[config.mk]
export PLATFORM = sky130hd
export DESIGN_NAME = cps_sqrt
export DESIGN_NICKNAME = d
export VERILOG_FILES = /design/src/design/cps_pkg.sv /design/src/design/cps_sqrt.sv
export SDC_FILE = /design/constraint.sdc
export NUM_CORES = 1
export LEC_CHECK = 0
export BUFFER_PORTS_ARGS = -buffer_cell sky130_fd_sc_hd__buf_4
export CAP_MARGIN = 20
export CORE_MARGIN = 10
export CORE_UTILIZATION = 55
export DETAILED_ROUTE_END_ITERATION = 16
export PLACE_DENSITY = 0.8
export SYNTH_ARGS = -nofsm -noshare
export SYNTH_HDL_FRONTEND = slang
export SYNTH_SLANG_ARGS = --single-unit
[constraint.sdc]
create_clock -name clk -period 13.4 [get_ports clk]
set_input_delay 4.02 -clock clk [delete_from_list [all_inputs] [get_ports clk]]
set_output_delay 4.02 -clock clk [all_outputs]
set_load 0.01 [all_outputs]
[src/design/cps_pkg.sv]
// capsule pushout search package: shared widths, constants and command codes
// no dependencies

package cps_pkg;

  localparam int CoordW = 24;
  localparam int LenW   = 22;
  localparam int DepthW = 23;
  localparam int DistW  = 26;
  localparam int SqW    = 52;

  localparam logic CMD_WRITE = 1'b0;
  localparam logic CMD_QUERY = 1'b1;

  localparam logic REG_CAMERA_RADIUS = 1'b0;
  localparam logic REG_CAPSULE_COUNT = 1'b1;

  localparam logic signed [CoordW-1:0] PushMax = 24'sh7FFFFF;
  localparam logic signed [CoordW-1:0] PushMin = -24'sh800000;

  typedef struct packed {
    logic signed [CoordW-1:0] bx;
    logic signed [CoordW-1:0] by;
    logic signed [CoordW-1:0] bz;
    logic [LenW-1:0]          r;
    logic [LenW-1:0]          h;
  } entry_t;

  // divider request and response
  typedef struct packed {
    logic                  start;
    logic [DistW+DepthW:0] num;
    logic [DistW-1:0]      den;
  } div_req_t;

  typedef struct packed {
    logic                  done;
    logic [DistW+DepthW:0] quo;
  } div_rsp_t;

endpackage

[src/design/cps_sqrt.sv]
// restoring integer square root, two radicand bits per cycle
// depends on cps_pkg

module cps_sqrt (
  input  logic                         clk,
  input  logic                         rst,
  input  logic                         start,
  input  logic [cps_pkg::SqW-1:0]      v,
  output logic                         done,
  output logic [cps_pkg::DistW-1:0]    root
);

  localparam int Steps = cps_pkg::SqW / 2;

  logic [cps_pkg::SqW-1:0]   rad;
  logic [cps_pkg::DistW+1:0] rem;
  logic [5:0]                cnt;
  logic                      busy;
  logic [cps_pkg::DistW+1:0] trial;
  logic [cps_pkg::DistW+1:0] rem_sh;

  always_comb begin
    rem_sh = {rem[cps_pkg::DistW-1:0], rad[cps_pkg::SqW-1 -: 2]};
    trial  = {root, 2'b01};
  end

  always_ff @(posedge clk) begin
    if (rst) begin
      busy <= 1'b0;
      done <= 1'b0;
    end else begin
      done <= 1'b0;
      if (start) begin
        busy <= 1'b1;
        rad  <= v;
        rem  <= '0;
        root <= '0;
        cnt  <= '0;
      end else if (busy) begin
        rad <= {rad[cps_pkg::SqW-3:0], 2'b00};
        if (rem_sh >= trial) begin
          rem  <= rem_sh - trial;
          root <= {root[cps_pkg::DistW-2:0], 1'b1};
        end else begin
          rem  <= rem_sh;
          root <= {root[cps_pkg::DistW-2:0], 1'b0};
        end
        cnt <= cnt + 6'd1;
        if (cnt == 6'(Steps - 1)) begin
          busy <= 1'b0;
          done <= 1'b1;
        end
      end
    end
  end

endmodule

== Word level (Yosys, flattened, before mapping) ==
Index checks and enable logic that the tools add are counted.
Word-level totals
  input bits: 55
  word-level logic and storage cells: 26
  output and inout bits: 27
  bits in registers: 112
Operators by class
  bitwise logic cells: 2
  reduce and logical (&&, ||, !) cells: 3
  magnitude comparators: 1
  muxes and demuxes: 11
  equality and inequality tests: 1
  $add $sub $neg: 2
Operators with widths (number)
  52-bit 2-to-1 mux: 2
  26-bit 2-to-1 mux: 3
  28-bit >= comparator: 1
  26-bit subtractor: 1
  6-bit by 1-bit adder with 6-bit output, second input constant: 1
  6-bit by 5-bit equality test with 1-bit output, second input constant: 1
  6-bit 2-to-1 mux: 1
  1-bit 2-to-1 mux: 5
  3-bit OR reduction: 1
  1-bit NOT: 2
  2-bit AND reduction: 1
  2-bit nonzero test: 1

== Logic depth before layout (Yosys ltp) ==
  depth in word-level cells: 4
  mapped depth: 13
  mapped depth without buffers: 11

== Least setup slack after synthesis ==
Ideal clock, no wire load.
  path kind: input to register
  start point: input start
  end point: register cnt[0] (enable)
  data arrival time: 8.993 ns
  library setup time: 0.581 ns
  slack: 3.826 ns
  cell stages on the path: 3
  data required time: 12.819 ns
  path buffers: 1
  cells stage by stage: buf_1 nor2_1 nor2_1
On the way
  longest elaborated chain between the ends: 2
Ends and longest elaborated chain
  start: declaration: RTL line cps_sqrt.sv:7  | input logic start,
  2-bit nonzero test (no line)
  2-bit AND reduction (no line)
  end signal: assignment: RTL line cps_sqrt.sv:48  | cnt <= cnt + 6'd1;
  end: declaration: RTL line cps_sqrt.sv:17  | logic [5:0] cnt;
No other way between the ends.
A chain may end at the register's enable or synchronous reset.

== Final worst setup path ==
  start point: input start
  end point: register rem[12] (netlist name) (enable)
On the way
  longest elaborated chain between the ends: 2
Ends and longest elaborated chain
  2-bit nonzero test (no line)
  2-bit AND reduction (no line)
  end signal: assignment: RTL line cps_sqrt.sv:42  | rem <= rem_sh - trial;
  end signal: assignment: RTL line cps_sqrt.sv:45  | rem <= rem_sh;
  end: declaration: RTL line cps_sqrt.sv:16  | logic [cps_pkg::DistW+1:0] rem;
No other way between the ends.

==> results.sh <==
export IMPL_pin_count=82
export IMPL_nets=665
export IMPL_viasPerCell=5.542
export IMPL_crit_arrival_ns=5.40
export IMPL_vdd_drop_max_mv=0.06474
export IMPL_power_density_mw_per_mm2=119.2
export IMPL_track_usage_pct=15.13
export IMPL_report_final_slew_viol_count=0
export IMPL_end_kind="flop"
export IMPL_drt_wirelength_per_cell_microns=16.37
export IMPL_die_w_microns=124.8
export IMPL_initial_core_util_pct=55.95
export IMPL_die_area_sq_mm=0.01557
export IMPL_p_leak_nw=2.841
export IMPL_slowest_delay_ns=0.69
export IMPL_critPathLaunchType="primary input"
export IMPL_timing_fmax_mhz=185.6
export IMPL_vias=4018
export IMPL_synth_compound_area_share_pct=9.718
export IMPL_top_layer="met4"
export IMPL_htreeDepth=3
export IMPL_yosys_warnings=0
export IMPL_cpMaxStageDelayCell="buf_4"
export IMPL_post_dp_hpwl_microns=8206
export IMPL_min_path_type="flop to flop"
export IMPL_cts_tree="yes"
export IMPL_synth_distinct_cells=55
export IMPL_min_period_over_period_pct=40.21
export IMPL_ys_seq_area_share_pct=55.37
export IMPL_grt_pass1_wl_microns=19920
export IMPL_status="finished, final reports clean"
export IMPL_antenna_found_initial=0
export IMPL_cts_resized_gates=0
export IMPL_hold_violations=0
export IMPL_crit_type="primary input to flop"
export IMPL_crit_chain="buf_4 > nor2_1 > nor2_4 > buf_12 > buf_4"
export IMPL_synth_top_area_share_pct=54.70
export IMPL_wl_met2_microns=5662
export IMPL_drive_above_1_share_pct=28.38
export IMPL_cts_setup_buffers=0
export IMPL_yosys_top_cells_area="edfxtp_1 (55%), mux2_2 (9.3%), ha_1 (6.2%)"
export IMPL_syn_area_sq_mm=0.006038
export IMPL_syn_avg_cell_area_sq_um=12.00
export IMPL_synthTopCellsByCount="edfxtp_1 (110), nor2_1 (85), mux2_2 (50)"
export IMPL_cts_buffers=9
export IMPL_synth_edff_count=110
export IMPL_root_buffer="clkbuf_8"
export IMPL_crit_family="buffers and inverters"
export IMPL_worst_pin_slew_ns=0.8434
export IMPL_holdBufCountCts=0
export IMPL_critPathMostFrequentCell="buf_4"
export IMPL_path_depth=5
export IMPL_clock_latency_ns=0.38
export IMPL_slew_headroom_pct=43.77
export IMPL_insertedDiodeCount=0
export IMPL_clock_sinks=112
export IMPL_gr_total_overflow=0
export IMPL_grt_pass1_vias=4184
export IMPL_synth_xor_area_share_pct=3.771
export IMPL_setup_viol_count_final=0
export IMPL_cap_violations=0
export IMPL_whs_path_depth=1
export IMPL_synthSimpleGateAreaFrac_pct=10.65
export IMPL_io_buffer_count=81
export IMPL_synth_largest_area_cell="edfxtp_1"
export IMPL_fin_crit_ns=5.388
export IMPL_synth_main_ff_cell="edfxtp_1"
export IMPL_syn_to_final_growth_pct=15.91
export IMPL_remaining_drc_errors=0
export IMPL_ant_nets=0
export IMPL_firstDrtPassIters=4
export IMPL_syn_num_nets=588
export IMPL_crit_buf_inv=3
export IMPL_finClkSkew_ns=0.01154
export IMPL_clkTransAtPathRegs_ns=0.11
export IMPL_first_iter_violations=230
export IMPL_fp_coreArea_sq_mm=0.01079
export IMPL_wl_met1_microns=5520
export IMPL_reg2regPathDepth=11
export IMPL_synth_cells=503
export IMPL_grt_setup_unrepaired="no"
export IMPL_wl_microns=11870
export IMPL_setup_slack_ns=8.012
export IMPL_met3_length_microns=545
export IMPL_dp_slack_ns=7.068
export IMPL_synth_top_family_by_area="simple AND/OR/NAND/NOR gates"
export IMPL_place_congestion=0.8929
export IMPL_synth_mux_area_fraction_pct=10.65
export IMPL_rows=38
export IMPL_path_max_fanout=69
export IMPL_setup_tns_ns=0
export IMPL_crit_required_ns=13.42
export IMPL_die_y_microns=124.8
export IMPL_clockBufferDepth=2
export IMPL_ys_ff_latch=112
export IMPL_synth_most_common_cell="edfxtp_1"
export IMPL_grt_max_degree=112
export IMPL_async_reset_ff_share_pct=0
export IMPL_synth_adder_area_share_pct=6.216
==> cell usage in the layout, fill, tap and decap left out, drive strengths merged, types with 2 or more instances in the layout <==
cell | Yosys | final
o211ai | 4 | 4
xnor2 | 10 | 10
mux2 | 50 | 50
a21o | 11 | 11
edfxtp | 110 | 110
a311o | 3 | 3
nor2 | 86 | 86
xor2 | 16 | 16
nor3 | 4 | 4
a221oi | 2 | 2
nand2 | 15 | 15
nand3 | 7 | 7
dfxtp | 2 | 2
buf | 13 | 86
o31ai | 2 | 2
clkbuf | 7 | 10
nand4 | 6 | 6
nand2b | 3 | 3
a211oi | 2 | 2
a31oi | 2 | 2
o21ai | 13 | 13
nand3b | 2 | 2
nor2b | 3 | 3
and3 | 4 | 4
a21oi | 34 | 34
o21a | 3 | 3
mux2i | 8 | 8
inv | 33 | 36
ha | 30 | 30
and2 | 4 | 4
==> cell families after synthesis <==
group / Yosys count
DFF: 112
adders and majority gates: 30
and+or+nand+nor: 140
buffers and inverters: 53
muxes: 58
AOI/OAI and AO/OA: 84
xor gates and xnor gates: 26
==> where the power goes <==
part	switching, W	internal (W)
logic	0.000105	0.0000876
clock network	0.000122	0.0000897
registers	0.0000118	0.000418
==> path summary, 6_finish.rpt <==
check / start / end / slack, ns
worst min-delay path: busy$_SDFF_PP0_ / done$_SDFF_PP0_ / 0.51
worst max register to register: root[15]$_SDFFCE_PP0P_ / rem[25]$_SDFFCE_PP0P_ / 10.17
worst max-delay path: start / rem[12]$_SDFFCE_PP0P_ / 8.01
worst min register to register: busy$_SDFF_PP0_ / done$_SDFF_PP0_ / 0.51
==> metal layers <==
| metal | track usage, % | vias up |
|---|---|---|
| met4 | 4.592 | 0 |
| li1 | - | 1973 |
| met2 | 24.69 | 97 |
| met1 | 19.26 | 1934 |
| met3 | 3.872 | 14 |
| met5 | 0 | - |
==> flip-flops by register name, indices dropped and copies added (netlist names) <==
signal	flops
cnt	6
busy	1
done	1
rad	52
rem	26
root	26
==> per-stage QoR <==
| stage | hold WS (ns) | cells | instance area [sq um] | utilization, % | total power [W] |
|---|---|---|---|---|---|
| 6_report | 0.5065 | 725 | 6999 | 64.85 | 0.0008340 |
| 5_1_grt | 0.5171 | 725 | 6999 | 64.85 | 0.0008775 |
| 4_1_cts | 0.5061 | 723 | 6959 | 64.48 | 0.0008367 |
| 3_5_place_dp | 0.4850 | 707 | 6756 | 62.60 | 0.0006277 |
| 3_3_place_gp | 0.4831 | 707 | 6756 | 62.60 | 0.0006218 |
| 2_1_floorplan | 0.4595 | 503 | 6038 | - | 0.0005809 |
==> area by class of cell <==
class / count / area, sq um
Tap cell: 140 / 175.2
Fill cell: 826 / 3794
Clock buffer: 10 / 127.6
Inverter: 33 / 123.9
Timing Repair Buffer: 86 / 670.6
Multi-Input combinational cell: 338 / 2484
Sequential cell: 112 / 3343
Clock inverter: 6 / 75.07
==> worst reg2reg max path, cell delays in order, from the launching register on <==
cell	delay, ns
edfxtp_1	0.40
inv_1	0.10
ha_1	0.30
a21o_1	0.22
a21oi_2	0.16
o21ai_1	0.11
a221oi_1	0.25
a21bo_2	0.29
o221ai_4	0.16
buf_4	0.46
and4bb_1	0.28
a311o_1	0.26
No activity file was read; power rests on OpenSTA's default activity.
