[src/design/cps_pkg.sv]
// capsule pushout search package: shared widths, constants and command codes
// no dependencies

package cps_pkg;

  localparam int CoordW = 24;
  localparam int LenW   = 22;
  localparam int DepthW = 23;
  localparam int DistW  = 26;
  localparam int SqW    = 52;

  localparam logic CMD_WRITE = 1'b0;
  localparam logic CMD_QUERY = 1'b1;

  localparam logic REG_CAMERA_RADIUS = 1'b0;
  localparam logic REG_CAPSULE_COUNT = 1'b1;

  localparam logic signed [CoordW-1:0] PushMax = 24'sh7FFFFF;
  localparam logic signed [CoordW-1:0] PushMin = -24'sh800000;

  typedef struct packed {
    logic signed [CoordW-1:0] bx;
    logic signed [CoordW-1:0] by;
    logic signed [CoordW-1:0] bz;
    logic [LenW-1:0]          r;
    logic [LenW-1:0]          h;
  } entry_t;

  // divider request and response
  typedef struct packed {
    logic                  start;
    logic [DistW+DepthW:0] num;
    logic [DistW-1:0]      den;
  } div_req_t;

  typedef struct packed {
    logic                  done;
    logic [DistW+DepthW:0] quo;
  } div_rsp_t;

endpackage

[src/design/cps_div.sv]
// restoring unsigned divider, one quotient bit per cycle
// depends on cps_pkg

module cps_div (
  input  logic              clk,
  input  logic              rst,
  input  cps_pkg::div_req_t req,
  output cps_pkg::div_rsp_t rsp
);

  localparam int NW = cps_pkg::DistW + cps_pkg::DepthW + 1;

  logic [NW-1:0]              num;
  logic [cps_pkg::DistW-1:0]  den;
  logic [cps_pkg::DistW:0]    rem;
  logic [6:0]                 cnt;
  logic                       busy;
  logic                       done;
  logic [cps_pkg::DistW:0]    rem_sh;

  assign rem_sh = {rem[cps_pkg::DistW-1:0], num[NW-1]};

  always_ff @(posedge clk) begin
    if (rst) begin
      busy <= 1'b0;
      done <= 1'b0;
    end else begin
      done <= 1'b0;
      if (req.start) begin
        busy <= 1'b1;
        num  <= req.num;
        den  <= req.den;
        rem  <= '0;
        cnt  <= '0;
      end else if (busy) begin
        if (rem_sh >= {1'b0, den}) begin
          rem <= rem_sh - {1'b0, den};
          num <= {num[NW-2:0], 1'b1};
        end else begin
          rem <= rem_sh;
          num <= {num[NW-2:0], 1'b0};
        end
        cnt <= cnt + 7'd1;
        if (cnt == 7'(NW - 1)) begin
          busy <= 1'b0;
          done <= 1'b1;
        end
      end
    end
  end

  assign rsp = '{done: done, quo: num};

endmodule

[config.mk]
export PLATFORM = sky130hd
export DESIGN_NAME = cps_div
export DESIGN_NICKNAME = d
export VERILOG_FILES = /design/src/design/cps_pkg.sv /design/src/design/cps_div.sv
export SDC_FILE = /design/constraint.sdc
export NUM_CORES = 1
export LEC_CHECK = 0
export BUFFER_PORTS_ARGS = -buffer_cell sky130_fd_sc_hd__buf_2
export CAP_MARGIN = 0
export CORE_MARGIN = 2
export CORE_UTILIZATION = 55
export DETAILED_ROUTE_END_ITERATION = 7
export PLACE_DENSITY = 0.8
export SKIP_CTS_REPAIR_TIMING = 1
export SYNTH_ARGS = -nofsm -noshare
export SYNTH_HDL_FRONTEND = slang
export SYNTH_SLANG_ARGS = --single-unit
[constraint.sdc]
create_clock -name clk -period 7.05 [get_ports clk]
set_clock_uncertainty 0.2 [all_clocks]
set_input_delay 0.3525 -clock clk [delete_from_list [all_inputs] [get_ports clk]]
set_output_delay 0.3525 -clock clk [all_outputs]
set_load 0.02 [all_outputs]
Yosys cells after proc, flatten, opt, wreduce, memory -nomap -nowiden --
Index checks and enable logic that the tools add are counted.
Storage, ports and cells: output and inout port bits 51, logic and storage cells 26, register bits 111, bits of input ports 79
Operators by class: reduce and logical (&&, ||, !) cells 4, add/sub/neg operators 2, magnitude comparators 1, bitwise logic cells 2, equal/unequal tests 1, multiplexer cells 10
Operators by type and width (count):
- $mux W50 | 2
- $mux W26 | 2
- $ge A27 B26 Y1 | 1
- $sub A26 B26 Y26 | 1
- $add A7 B1 Y7 const B | 1
- $eq A7 B6 Y1 const B | 1
- $mux W7 | 1
- $mux W1 | 5
- $reduce_and A2 Y1 | 2
- $reduce_or A3 Y1 | 1
- $not A1 Y1 | 2
- $reduce_bool A2 Y1 | 1

Depth between registers and ports, before layout --
depth in word-level cells 4, mapped depth 12, gate-level depth less buffers 11

Least setup slack after synthesis --
No wires, ideal clock.
path type input-to-reg, start input req[76] (netlist name), end register cnt[0], enable pin, slack 1.797 ns, path buffers 2, stages on the path 4, data required time 6.325 ns, arrival 4.528 ns, setup time 0.525 ns, cell sequence buf_1 clkbuf_1 nor2_1 nor2_1
On the way: word-level cells in the longest chain between the ends 2
RTL lines:
- start, declared | RTL line cps_div.sv:7 | input cps_pkg::div_req_t req,
- $reduce_bool A2 Y1 (no line)
- $reduce_and A2 Y1 (no line)
- end signal, assigned | RTL line cps_div.sv:43 | cnt <= cnt + 7'd1;
- end, declared | RTL line cps_div.sv:16 | logic [6:0] cnt;
Every way passes these cells. A chain may end at the register's enable or synchronous reset.

Worst setup path after layout --
start register rem[14] (netlist name), end register rem[5] (netlist name) (data pin)
On the way: word-level cells in the longest chain between the ends 3
RTL lines:
- start, declared | RTL line cps_div.sv:15 | logic [cps_pkg::DistW:0] rem;
- start signal, assigned | RTL line cps_div.sv:37 | rem <= rem_sh - {1'b0, den};
- start signal, assigned | RTL line cps_div.sv:40 | rem <= rem_sh;
- $ge A27 B26 Y1 | RTL line cps_div.sv:36 | if (rem_sh >= {1'b0, den}) begin
- $mux W26 | RTL line cps_div.sv:36
- $mux W26 | RTL line cps_div.sv:35 | end else if (busy) begin
Every way passes these cells. The select of a mux whose other input is x is not followed.

==> flow_summary.json <==
{
  "dpl-instance-area_um2": 6940,
  "crit_fanout": 15,
  "floorplan.initialDensity_pct": 57.0,
  "nets": 764,
  "power_density_nw_per_um2": 236,
  "min_path_type": "in2reg",
  "tightestPinTransition_ns": 1.05,
  "cts_root_buffer": "sky130_fd_sc_hd__clkbuf_16",
  "synthesis.area_per_instance_um2": 12.3,
  "grt_setup_unrepaired": "false",
  "ys_types": 68,
  "finish.instance_area_um2": 7470,
  "final-seq-area_um2": 3310,
  "fp.dieW_um": 110,
  "ys_ff_latch": 111,
  "timing.critical_path.from": "rem[14]$_SDFFCE_PP0P_",
  "floorplan.rows": 38,
  "fp.dieH_um": 110,
  "final_cell_count_without_fillers": 800,
  "ys_seq_area_share_pct": 53.2,
  "ys_async_sr_fraction_pct": 0,
  "antenna_violations_before_repair": 0,
  "ys.flop_type": "sky130_fd_sc_hd__edfxtp_1",
  "io_buffer_count": 129,
  "hold_viol_final": 0,
  "wire_length_of_the_first_global_routing_pass_um": 21800,
  "hp-start": "rst",
  "ys_warn_count": 0,
  "number_of_pins_exceeding_their_max_slew_limit_in_the_final_report": 0,
  "post-route-period-util_pct": 46.3,
  "final_critical_path_setup_slack_ns": 3.79,
  "vias_in_the_first_global_route": 4520,
  "antenna_cells_inserted": 0,
  "max_slew_margin_pct": 30.0,
  "dpl.cell_count": 759,
  "layout-area-overhead-vs-synth_pct": 19.8,
  "tritoncts": "done",
  "required_ns": 6.94,
  "grt.total_usage_pct": 22.1,
  "clk_pin_slew_worst_paths_ns": 0.08,
  "num-fill-cells": 800,
  "detail_route.vias_per_cell": 5.63,
  "final_core_utilization_pct": 68.3,
  "cts.sinks": 111,
  "setup_viol": 0,
  "drt-initial-drc-count": 236,
  "placement.setup.worst_slack_ns": 3.81,
  "syn_area_um2": 6230,
  "post_route_cells_drive_above_1_share_pct": 33.3,
  "worst_skew_pair.late_latency_ns": 0.36,
  "route.vias.total": 4507,
  "drc_errors": 0,
  "number_of_buffers_created_by_cts": 9,
  "cts.path.max_buffers": 2,
  "worst_r2r_startpoint": "rem[14]$_SDFFCE_PP0P_",
  "maxCapViolations": 0,
  "irDropWorstVdd_mv": 0.206,
  "detail_route.first_pass.iterations": 4,
  "htreeDepth": 3,
  "mappedNetlistNets": 614,
  "status": "complete, no violations",
  "achievable-frequency_ghz": 0.306,
  "wl_per_cell_um": 17.0,
  "place_congestion": 0.911,
  "grt-ovfl-total": 0,
  "num_io_pins": 130,
  "grt_start_max_net_pins": 58,
  "ant_nets": 0,
  "routed_wirelength_um": 13600,
  "static-leakage-power_nw": 3.11,
  "worst-r2r-setup-slack_ns": 3.79,
  "worst_setup_path_end_kind": "flip-flop",
  "dp_hpwl_um": 9590,
  "synthCells": 506,
  "design.die.area_um2": 12200,
  "critical_path.startpoint_type": "flip-flop",
  "period_needed_ns": 3.26,
  "finalSetupTns_ns": 0,
  "multi_input_comb_area_um2": 2650,
  "timing_worst_setup_path_type": "reg2reg",
  "synth_enable_flop_cells": 109,
  "critical_path_arrival_ns": 3.15,
  "fp.coreArea_um2": 10900
}
-- state kept, by name, summed over array words and instances, names as in the netlist --
signal,flops
num,50
den,26
rem,26
cnt,7
busy,1
done,1
-- metal layers --
metal	vias to the layer above	global-route usage, %	wire (um)
li1	2188	-	-
met1	2156	25.8	5730
met2	145	38.1	6660
met3	18	8.51	1030
met4	0	6.08	200
met5	-	0	0
-- cells by family after synthesis --
family                   count (synthesis)  synth area share (%)
AO/OA/AOI/OAI                           88                  9.78
adder cells (fa/ha/maj)                 29                  5.94
buffers and inverters                   53                  4.46
XOR/XNOR                                24                  3.37
AND/OR/NAND/NOR                        132                  11.2
multiplexers                            69                  12.1
flip-flops                             111                  53.2
-- cell usage after synthesis (2+ instances only) --
cell type,instances,area (um^2)
sky130_fd_sc_hd__buf_1,6,22.5
sky130_fd_sc_hd__ha_1,28,350
sky130_fd_sc_hd__and2_1,2,12.5
sky130_fd_sc_hd__nor4_1,4,25.0
sky130_fd_sc_hd__o211ai_1,5,37.5
sky130_fd_sc_hd__o21ai_0,12,60.1
sky130_fd_sc_hd__nand2_1,25,93.8
sky130_fd_sc_hd__dfxtp_1,2,40.0
sky130_fd_sc_hd__o21ai_1,5,25.0
sky130_fd_sc_hd__nor2_1,44,165
sky130_fd_sc_hd__nor2b_1,2,12.5
sky130_fd_sc_hd__mux2_2,50,563
sky130_fd_sc_hd__xor2_1,16,140
sky130_fd_sc_hd__o31ai_1,3,22.5
sky130_fd_sc_hd__o21bai_1,2,15.0
sky130_fd_sc_hd__a21oi_1,26,130
sky130_fd_sc_hd__clkbuf_1,4,15.0
sky130_fd_sc_hd__mux2i_1,19,190
sky130_fd_sc_hd__nand4_1,6,37.5
sky130_fd_sc_hd__a31o_1,2,17.5
sky130_fd_sc_hd__or3_1,4,25.0
sky130_fd_sc_hd__nand3_1,14,70.1
sky130_fd_sc_hd__nand2b_1,3,18.8
sky130_fd_sc_hd__or4_1,3,22.5
sky130_fd_sc_hd__nand3b_1,2,15.0
sky130_fd_sc_hd__o2111ai_1,3,26.3
sky130_fd_sc_hd__a21o_1,5,37.5
sky130_fd_sc_hd__a211oi_1,3,22.5
sky130_fd_sc_hd__xnor2_1,8,70.1
sky130_fd_sc_hd__and2b_2,2,17.5
sky130_fd_sc_hd__a31oi_1,4,25.0
sky130_fd_sc_hd__buf_6,4,45.0
sky130_fd_sc_hd__and3_1,4,25.0
sky130_fd_sc_hd__a211oi_2,2,25.0
sky130_fd_sc_hd__nor3_1,7,35.0
sky130_fd_sc_hd__inv_1,33,124
sky130_fd_sc_hd__edfxtp_1,109,3270
sky130_fd_sc_hd__buf_4,3,22.5
-- report_power, final --
part / leakage [nW] / total [W] / switching [W] / internal, W
sequential: 1.06 / 0.000818 / 0.0000258 / 0.000793
combinational: 1.91 / 0.000457 / 0.000266 / 0.000191
clock: 0.135 / 0.000485 / 0.000244 / 0.000241
-- per-stage QoR --
stage          hold WS, ns  power (W)
3_3_place_gp         0.274    0.00126
4_1_cts            -0.0467    0.00175
2_1_floorplan        0.225    0.00118
6_report            0.0563    0.00176
5_1_grt             0.0561    0.00184
3_5_place_dp         0.289    0.00127
-- path summary, 6_finish.rpt --
check,depth (start not counted),endpoint
setup reg to reg,9,rem[5]$_SDFFCE_PP0P_
hold / removal,2,busy$_SDFF_PP0_
setup / recovery,9,rem[5]$_SDFFCE_PP0P_
hold reg to reg,1,done$_SDFF_PP0_
-- cells in the final DEF, fill, tap and decap left out, types with 3 or more instances in the layout --
cell type / synthesis / routed
sky130_fd_sc_hd__nor4_1: 4 / 4
sky130_fd_sc_hd__a211oi_1: 3 / 3
sky130_fd_sc_hd__inv_1: 33 / 33
sky130_fd_sc_hd__o31ai_1: 3 / 3
sky130_fd_sc_hd__a21oi_1: 26 / 26
sky130_fd_sc_hd__buf_4: 3 / 4
sky130_fd_sc_hd__o211ai_1: 5 / 5
sky130_fd_sc_hd__o2111ai_1: 3 / 3
sky130_fd_sc_hd__nor2_1: 44 / 42
sky130_fd_sc_hd__a31oi_1: 4 / 4
sky130_fd_sc_hd__dlygate4sd3_1: 0 / 26
sky130_fd_sc_hd__xnor2_1: 8 / 8
sky130_fd_sc_hd__nor3_1: 7 / 7
sky130_fd_sc_hd__nand4_1: 6 / 6
sky130_fd_sc_hd__nand3_1: 14 / 14
sky130_fd_sc_hd__xor2_1: 16 / 16
sky130_fd_sc_hd__mux2i_1: 19 / 19
sky130_fd_sc_hd__mux2_2: 50 / 50
sky130_fd_sc_hd__buf_2: 0 / 129
sky130_fd_sc_hd__nand2_1: 25 / 25
sky130_fd_sc_hd__edfxtp_1: 109 / 109
sky130_fd_sc_hd__clkbuf_16: 0 / 9
sky130_fd_sc_hd__and3_1: 4 / 4
sky130_fd_sc_hd__ha_1: 28 / 28
sky130_fd_sc_hd__o21ai_0: 12 / 12
sky130_fd_sc_hd__or4_1: 3 / 3
sky130_fd_sc_hd__or3_1: 4 / 4
sky130_fd_sc_hd__o21ai_1: 5 / 5
sky130_fd_sc_hd__a21o_1: 5 / 5
sky130_fd_sc_hd__nand2b_1: 3 / 3
-- final cells by class --
class / instances / area share [%]
multi-input combinational: 342 / 35.5
clock inverter: 6 / 0.570
tap: 140 / 2.35
inverter: 33 / 1.66
sequential: 111 / 44.4
clock buffer: 9 / 3.02
timing repair buffer: 159 / 12.5
-- critical path, cell delays in order (launching register included) --
cell	delay [ns]
sky130_fd_sc_hd__edfxtp_1	0.39
sky130_fd_sc_hd__ha_1	0.49
sky130_fd_sc_hd__nand4_4	0.18
sky130_fd_sc_hd__nor3_4	0.25
sky130_fd_sc_hd__o211ai_2	0.13
sky130_fd_sc_hd__nand3_2	0.12
sky130_fd_sc_hd__a31o_1	0.59
sky130_fd_sc_hd__buf_4	0.36
sky130_fd_sc_hd__mux2i_1	0.22
sky130_fd_sc_hd__nor2_1	0.06
No activity file was read; power rests on OpenSTA's default activity.
